[src/design/s2cd_pkg.sv]
// Shared types, constants and tables of the seconds to calendar date converter.
package s2cd_pkg;

   // Field widths
   localparam int WS_W    = 40;
   localparam int US_W    = 20;
   localparam int OFF_W   = 39;
   localparam int YEAR_W  = 16;
   localparam int MONTH_W = 4;
   localparam int DOM_W   = 5;
   localparam int HOUR_W  = 5;
   localparam int MIN_W   = 6;
   localparam int SEC_W   = 6;

   // Number of pipeline stages, the output register included
   localparam int NUM_STAGES = 9;

   // Epoch offset after reset: the Unix epoch counted from Julian day zero noon
   localparam logic [OFF_W-1:0] EPOCH_RESET = 39'd210866760000;

   // Rounding threshold for the microsecond fraction
   localparam logic [US_W-1:0] HALF_SECOND_US = 20'd500000;

   // The time is biased by a whole number of days so that it is never negative
   localparam longint BIAS_DAYS  = 6400000;
   localparam longint GREG_CYCLE = 146097;
   localparam logic [40:0] V_BIAS = 41'(BIAS_DAYS * 86400 + 43200);

   // Day thresholds in the biased day count
   localparam logic [24:0] GREG_DAYP = 25'(BIAS_DAYS + 2299161);
   localparam logic [24:0] BC_DAYP   = 25'(BIAS_DAYS + 1721424);

   // Start days of the 400-year cycle counts, one cycle early so counts stay positive
   localparam logic [24:0] CYC_BASE_A = 25'(BIAS_DAYS + 2342032 - GREG_CYCLE);
   localparam logic [24:0] CYC_BASE_B = 25'(BIAS_DAYS + 2378556 - GREG_CYCLE);
   localparam logic [24:0] CYC_BASE_C = 25'(BIAS_DAYS + 2415080 - GREG_CYCLE);
   localparam logic [8:0]  GREG_SHIFT = 9'd10;

   // Day count shifted by whole 4-year groups so the year split works unsigned
   localparam longint JQ_R = (BIAS_DAYS - 32083) / 1461 + 1;
   localparam logic [24:0] JQ_OFF   = 25'(32083 + 1461 * JQ_R - BIAS_DAYS);
   localparam logic [15:0] YEAR_OFF = 16'(4 * JQ_R + 4800);
   localparam logic [26:0] DAYS_PER_4Y = 27'd1461;

   // Time of day constants
   localparam logic [16:0] SEC_PER_DAY_LO = 17'd86400;
   localparam logic [16:0] SEC_PER_HOUR   = 17'd3600;
   localparam logic [11:0] SEC_PER_MIN    = 12'd60;

   // Reciprocals: floor(n / d) = (n * ceil(2^s / d)) >> s for n below 2^(s - ceil(log2 d))
   localparam longint ONE = 1;
   localparam int R675_S    = 44;
   localparam logic [34:0] R675 = 35'(((ONE << R675_S) + 674) / 675);
   localparam int R146097_S = 43;
   localparam logic [25:0] R146097 = 26'(((ONE << R146097_S) + 146096) / 146097);
   localparam int R1461_S   = 38;
   localparam logic [27:0] R1461 = 28'(((ONE << R1461_S) + 1460) / 1461);
   localparam int R306_S    = 21;
   localparam logic [12:0] R306 = 13'(((ONE << R306_S) + 305) / 306);
   localparam int R3600_S   = 29;
   localparam logic [17:0] R3600 = 18'(((ONE << R3600_S) + 3599) / 3600);
   localparam int R60_S     = 18;
   localparam logic [12:0] R60 = 13'(((ONE << R60_S) + 59) / 60);

   // Pipeline control between the stage sequencer and the datapath
   typedef struct packed {
      logic [NUM_STAGES-1:0] load;
      logic [NUM_STAGES-1:0] valid;
   } pipe_ctrl_type;

   // Days from March 1 to the first day of the k-th month counted from March
   function automatic logic [8:0] month_start_day(input logic [3:0] k);
      logic [8:0] days;
      case (k)
         4'd0:    days = 9'd0;
         4'd1:    days = 9'd31;
         4'd2:    days = 9'd61;
         4'd3:    days = 9'd92;
         4'd4:    days = 9'd122;
         4'd5:    days = 9'd153;
         4'd6:    days = 9'd184;
         4'd7:    days = 9'd214;
         4'd8:    days = 9'd245;
         4'd9:    days = 9'd275;
         4'd10:   days = 9'd306;
         4'd11:   days = 9'd337;
         default: days = 9'd0;
      endcase
      return days;
   endfunction

endpackage

[src/design/s2cd_pipe_ctrl.sv]
// Valid bits and per-stage load enables of the conversion pipeline.
module s2cd_pipe_ctrl (
   input  logic                    clock,
   input  logic                    reset,
   input  logic                    in_valid,
   input  logic                    out_ready,
   output s2cd_pkg::pipe_ctrl_type pipe
);
   import s2cd_pkg::*;

   logic [NUM_STAGES-1:0] valid_ff;
   logic [NUM_STAGES-1:0] valid_in;
   logic [NUM_STAGES-1:0] load;

   // A stage loads when it is empty or its content moves on
   always_comb begin
      load[NUM_STAGES-1] = !valid_ff[NUM_STAGES-1] || out_ready;
      for (int k = NUM_STAGES - 2; k >= 0; k--) begin
         load[k] = !valid_ff[k] || load[k+1];
      end
   end

   // Valid bits follow the data
   always_comb begin
      valid_in[0] = load[0] ? in_valid : valid_ff[0];
      for (int k = 1; k < NUM_STAGES; k++) begin
         valid_in[k] = load[k] ? valid_ff[k-1] : valid_ff[k];
      end
   end

   always_ff @(posedge clock) begin
      if (reset) begin
         valid_ff <= '0;
      end else begin
         valid_ff <= valid_in;
      end
   end

   assign pipe.load  = load;
   assign pipe.valid = valid_ff;

endmodule

[config.mk]
export PLATFORM = sky130hd
export DESIGN_NAME = s2cd_pipe_ctrl
export DESIGN_NICKNAME = d
export VERILOG_FILES = /design/src/design/s2cd_pkg.sv /design/src/design/s2cd_pipe_ctrl.sv
export SDC_FILE = /design/constraint.sdc
export NUM_CORES = 1
export LEC_CHECK = 0
export ABC_CLOCK_PERIOD_IN_PS = 1600
export BUFFER_PORTS_ARGS = -buffer_cell sky130_fd_sc_hd__buf_2
export CAP_MARGIN = 5
export CORE_AREA = 2 2 39 41
export CTS_BUF_LIST = sky130_fd_sc_hd__clkbuf_8
export DETAILED_ROUTE_END_ITERATION = 6
export DIE_AREA = 0 0 41 43
export GPL_ROUTABILITY_DRIVEN = 0
export PLACE_DENSITY = 0.64
export SLEW_MARGIN = 10
export SYNTH_ARGS = -nofsm -noshare
export SYNTH_HDL_FRONTEND = slang
export SYNTH_SLANG_ARGS = --single-unit
[constraint.sdc]
create_clock -name clock -period 1.6 [get_ports clock]
set_input_delay 0 -clock clock [delete_from_list [all_inputs] [get_ports clock]]
set_output_delay 0 -clock clock [all_outputs]
set_load 0.005 [all_outputs]
After elaboration in Yosys (flattened, before gate mapping)
Index checks and enable logic that the tools add are counted.
Storage, ports and cells
  latch bits: 0
  bits in writable memories: 0
  memories: 0
  memory bits (read-only): 0
  bits in registers: 9
Operators by class
  multiplexer cells: 0
  bitwise logic cells: 0
  divide/modulo/power cells: 0
  $add $sub $neg: 0
  shift operators: 0
  eq/ne operators: 0
  $lt $le $gt $ge: 0
  reductions and logical operators: 18
  multiply operators: 0
Operators with widths (count)
  1-bit zero test: 9
  1-bit logical OR: 9

Logic depth before layout (Yosys ltp)
  depth after elaboration: 10
  gate-level depth with buffers: 4
  gate-level depth less buffers: 3

Least setup slack after synthesis
No wires, ideal clock.
  kind: reg-to-reg
  start point: register valid_ff[6]
  end point: register valid_ff[0]
  stages on the path, launching flop included: 5
  buffers on the path: 1
  setup slack: 0.601 ns
  data arrival time: 0.915 ns
  setup time: 0.084 ns
  cells stage by stage: dfxtp_1 and2_1 buf_4 nand3_4 o31ai_2
RTL lines
  from (decl): RTL line s2cd_pipe_ctrl.sv:11  | logic [NUM_STAGES-1:0] valid_ff;
  from (signal assigned): RTL line s2cd_pipe_ctrl.sv:35  | valid_ff <= valid_in;

==> impl_metrics.py <==
metrics = {
    "status": {
        "status": "completed",
    },
    "sta": {
        "grt_setup_unrepaired": "no",
        "setup_viol": 0,
        "report.final.slew_viol_count": 0,
        "timing.fmax_mhz": 676,
        "layout_worst_path_cycle_share_pct": 92.5,
        "worst_slew_pin_slew_ps": 416,
        "period_needed_ps": 1480,
        "slew-limit-headroom_pct": 72.3,
        "worst_clock_skew_ps": 0.790,
        "fin_hold_ws_ps": 73.6,
        "number_of_hold_violations_in_the_final_report": 0,
        "fin_tns_setup_ps": 0,
    },
    "cells_and_area": {
        "post_route_cells_drive_above_1_share_pct": 42.4,
        "layout_top_registers": "valid_ff x9",
        "flow.area_growth_from_synthesis_pct": 40.8,
        "n_antenna_cell": 0,
        "largest_register_ffs": 9,
        "utilization_pct": 39.3,
        "num-nets-final": 71,
        "final_design_area_no_fill_um2": 544,
        "largest-register": "valid_ff",
    },
    "synthesis": {
        "synth.most_common_cell": "sky130_fd_sc_hd__dfxtp_1",
        "synth-async-reset-ratio_pct": 0,
        "synthesis.instances": 43,
        "ys.flop_type": "sky130_fd_sc_hd__dfxtp_1",
        "yosys_warnings": 0,
        "syn_nets": 47,
        "synth_compound_area_share_pct": 12.3,
        "synthSimpleGateAreaFrac_pct": 29.4,
        "synth_xor_area_share_pct": 0,
        "netlist_top_cells_area": "sky130_fd_sc_hd__dfxtp_1, sky130_fd_sc_hd__a21oi_1, sky130_fd_sc_hd__nand4_2",
        "yosys-top-cells-count": "sky130_fd_sc_hd__dfxtp_1, sky130_fd_sc_hd__a21oi_1, sky130_fd_sc_hd__inv_1",
        "count_of_flip_flops_with_a_built_in_enable_after_synthesis": 0,
        "synthMuxAreaShare_pct": 0,
        "synth_fa_ha_area_share_pct": 0,
        "synth_top_cell_area_share_pct": 46.6,
        "synthDominantAreaCellType": "sky130_fd_sc_hd__dfxtp_1",
        "synth.ff_latch_count": 9,
        "syn-mean-instance-area_um2": 8.99,
        "post_synth_num_cell_types": 17,
        "netlist_area_um2": 387,
        "seq_area_frac_synth_pct": 46.6,
        "synth_top_family_by_area": "simple AND/OR/NAND/NOR gates",
    },
    "route": {
        "via_density_per_instance": 4.29,
        "first_iter_violations": 6,
        "routed_wire_length_per_instance_um": 10.3,
        "firstDrtPassIters": 4,
        "drtAntennaViolNets": 0,
        "routed_vias": 352,
        "total_wirelength_of_the_detailed_routed_design_um": 847,
        "drt_drc_violations_left": 0,
    },
    "critical_path": {
        "cp.required_ps": 1600,
        "startpoint_type": "register",
        "slowest_delay_ps": 430,
        "timing.critical_path.buf_inv": 1,
        "timing.critical_path.slowest_stage_cell": "sky130_fd_sc_hd__and3b_1",
        "timing_worst_setup_path_type": "register to output port",
        "critPathCaptureType": "output port",
        "critical_path.top_delay_family": "simple AND/OR/NAND/NOR gates",
        "crit_arrival_ps": 1480,
        "cp_cell_sequence": "and3b_1 -> nand3_4 -> or2_1 -> buf_2",
        "worst-r2r-setup-slack_ps": 400,
        "critical_path.max_fanout": 10,
    },
    "die": {
        "floorplan.io_pins": 22,
        "chipWidth_um": 41,
        "floorplan.initialDensity_pct": 27.9,
        "placement_rows": 14,
        "area_of_the_die_um2": 1760,
        "die_height_um": 43,
        "core_region_area_um2": 1380,
    },
    "global_route": {
        "all_layer_global_routing_usage_pct": 9.76,
        "grt_overflow_total": 0,
        "antenna_violations_before_repair": 0,
        "largest_net_degree_at_the_start_of_global_routing": 11,
        "grt_first_pass_wirelength_um": 1050,
        "grt_pass1_vias": 279,
    },
    "power": {
        "p_per_area_nw_per_um2": 926,
        "vdd_drop_max_mv": 0.334,
        "p_total_w": 0.000504,
        "static-leakage-power_nw": 0.251,
    },
    "clock_network": {
        "cts_tree": "yes",
        "clkTransAtPathRegs_ps": 40,
        "cts_num_sinks": 9,
        "cts.root.buffer_cell": "sky130_fd_sc_hd__clkbuf_8",
        "cts-htree-levels": 1,
        "holdBufCountCts": 1,
        "cts_post_setup_buffers_inserted": 0,
        "clkLatencyLatePin_ps": 230,
        "post_cts_resized": 0,
        "clock_tree.buffer_depth": 2,
        "tritoncts.num_buffers": 3,
    },
    "placed_design": {
        "placedInstanceArea_um2": 489,
        "port-buffer-count": 21,
    },
    "flow_run": {
        "timing.max_cap.violations": 0,
    },
    "hold_path": {
        "worstHoldPathType": "primary input to register",
    },
}
==> power breakdown <==
group | internal (W) | switching, W | total [W]
sequential | 0.000229 | 0.00000342 | 0.000233
clock | 0.000167 | 0.0000848 | 0.000251
combinational | 0.0000102 | 0.00000962 | 0.0000198
==> through the flow <==
stage          setup slack [ps]  cells
6_report                    120     82
3_5_place_dp                351     77
5_1_grt                    24.2     82
2_1_floorplan               601     43
4_1_cts                     101     82
3_3_place_gp                386     77
==> path summary, 6_finish.rpt <==
| check | startpoint | endpoint | cells after the start |
|---|---|---|---|
| hold / removal | reset | valid_ff[1] | 2 |
| setup / recovery | valid_ff[8] | pipe[9] | 4 |
| hold reg to reg | valid_ff[7] | valid_ff[8] | 2 |
| setup reg to reg | valid_ff[8] | valid_ff[0] | 3 |
==> metal layers <==
layer  vias up  part of all wire, %  global-route usage [%]
met5         -                    0                       0
met4         0                  1.7                    12.0
met3         2                  5.7                    3.14
met2        15                   49                    13.1
met1       151                   43                    10.0
li1        184                    -                       -
==> final cells by class <==
type,count,area [um2]
sequential,9,180
clock buffer,3,41.3
clock inverter,1,3.75
timing repair buffer,22,115
fill,146,840
inverter,6,22.5
tap,16,20.0
multi-input combinational,25,161
==> worst register-to-register path, stage by stage, from the launching register on <==
cell and delay, ps:
sky130_fd_sc_hd__dfxtp_1 330, sky130_fd_sc_hd__and3b_1 430, sky130_fd_sc_hd__nand3_4 130, sky130_fd_sc_hd__o31ai_2 230
==> logic make-up (layout without fill, tap and decap cells) <==
kind of cell    Yosys count  after routing
compound gates            8              8
simple gates             17             17
buf+inv                   9             32
flops                     9              9
==> placed cells by master, fill, tap and decap left out, drive strengths merged, types with 2 or more instances in the layout <==
cell type / Yosys / layout
nand3: 2 / 2
dfxtp: 9 / 9
buf: 2 / 21
nand2: 3 / 3
nand4: 2 / 2
nand2b: 2 / 2
nor2: 4 / 4
a21oi: 7 / 7
clkbuf: 1 / 3
inv: 6 / 7
Note: power is estimated with default switching activity, not from simulation.
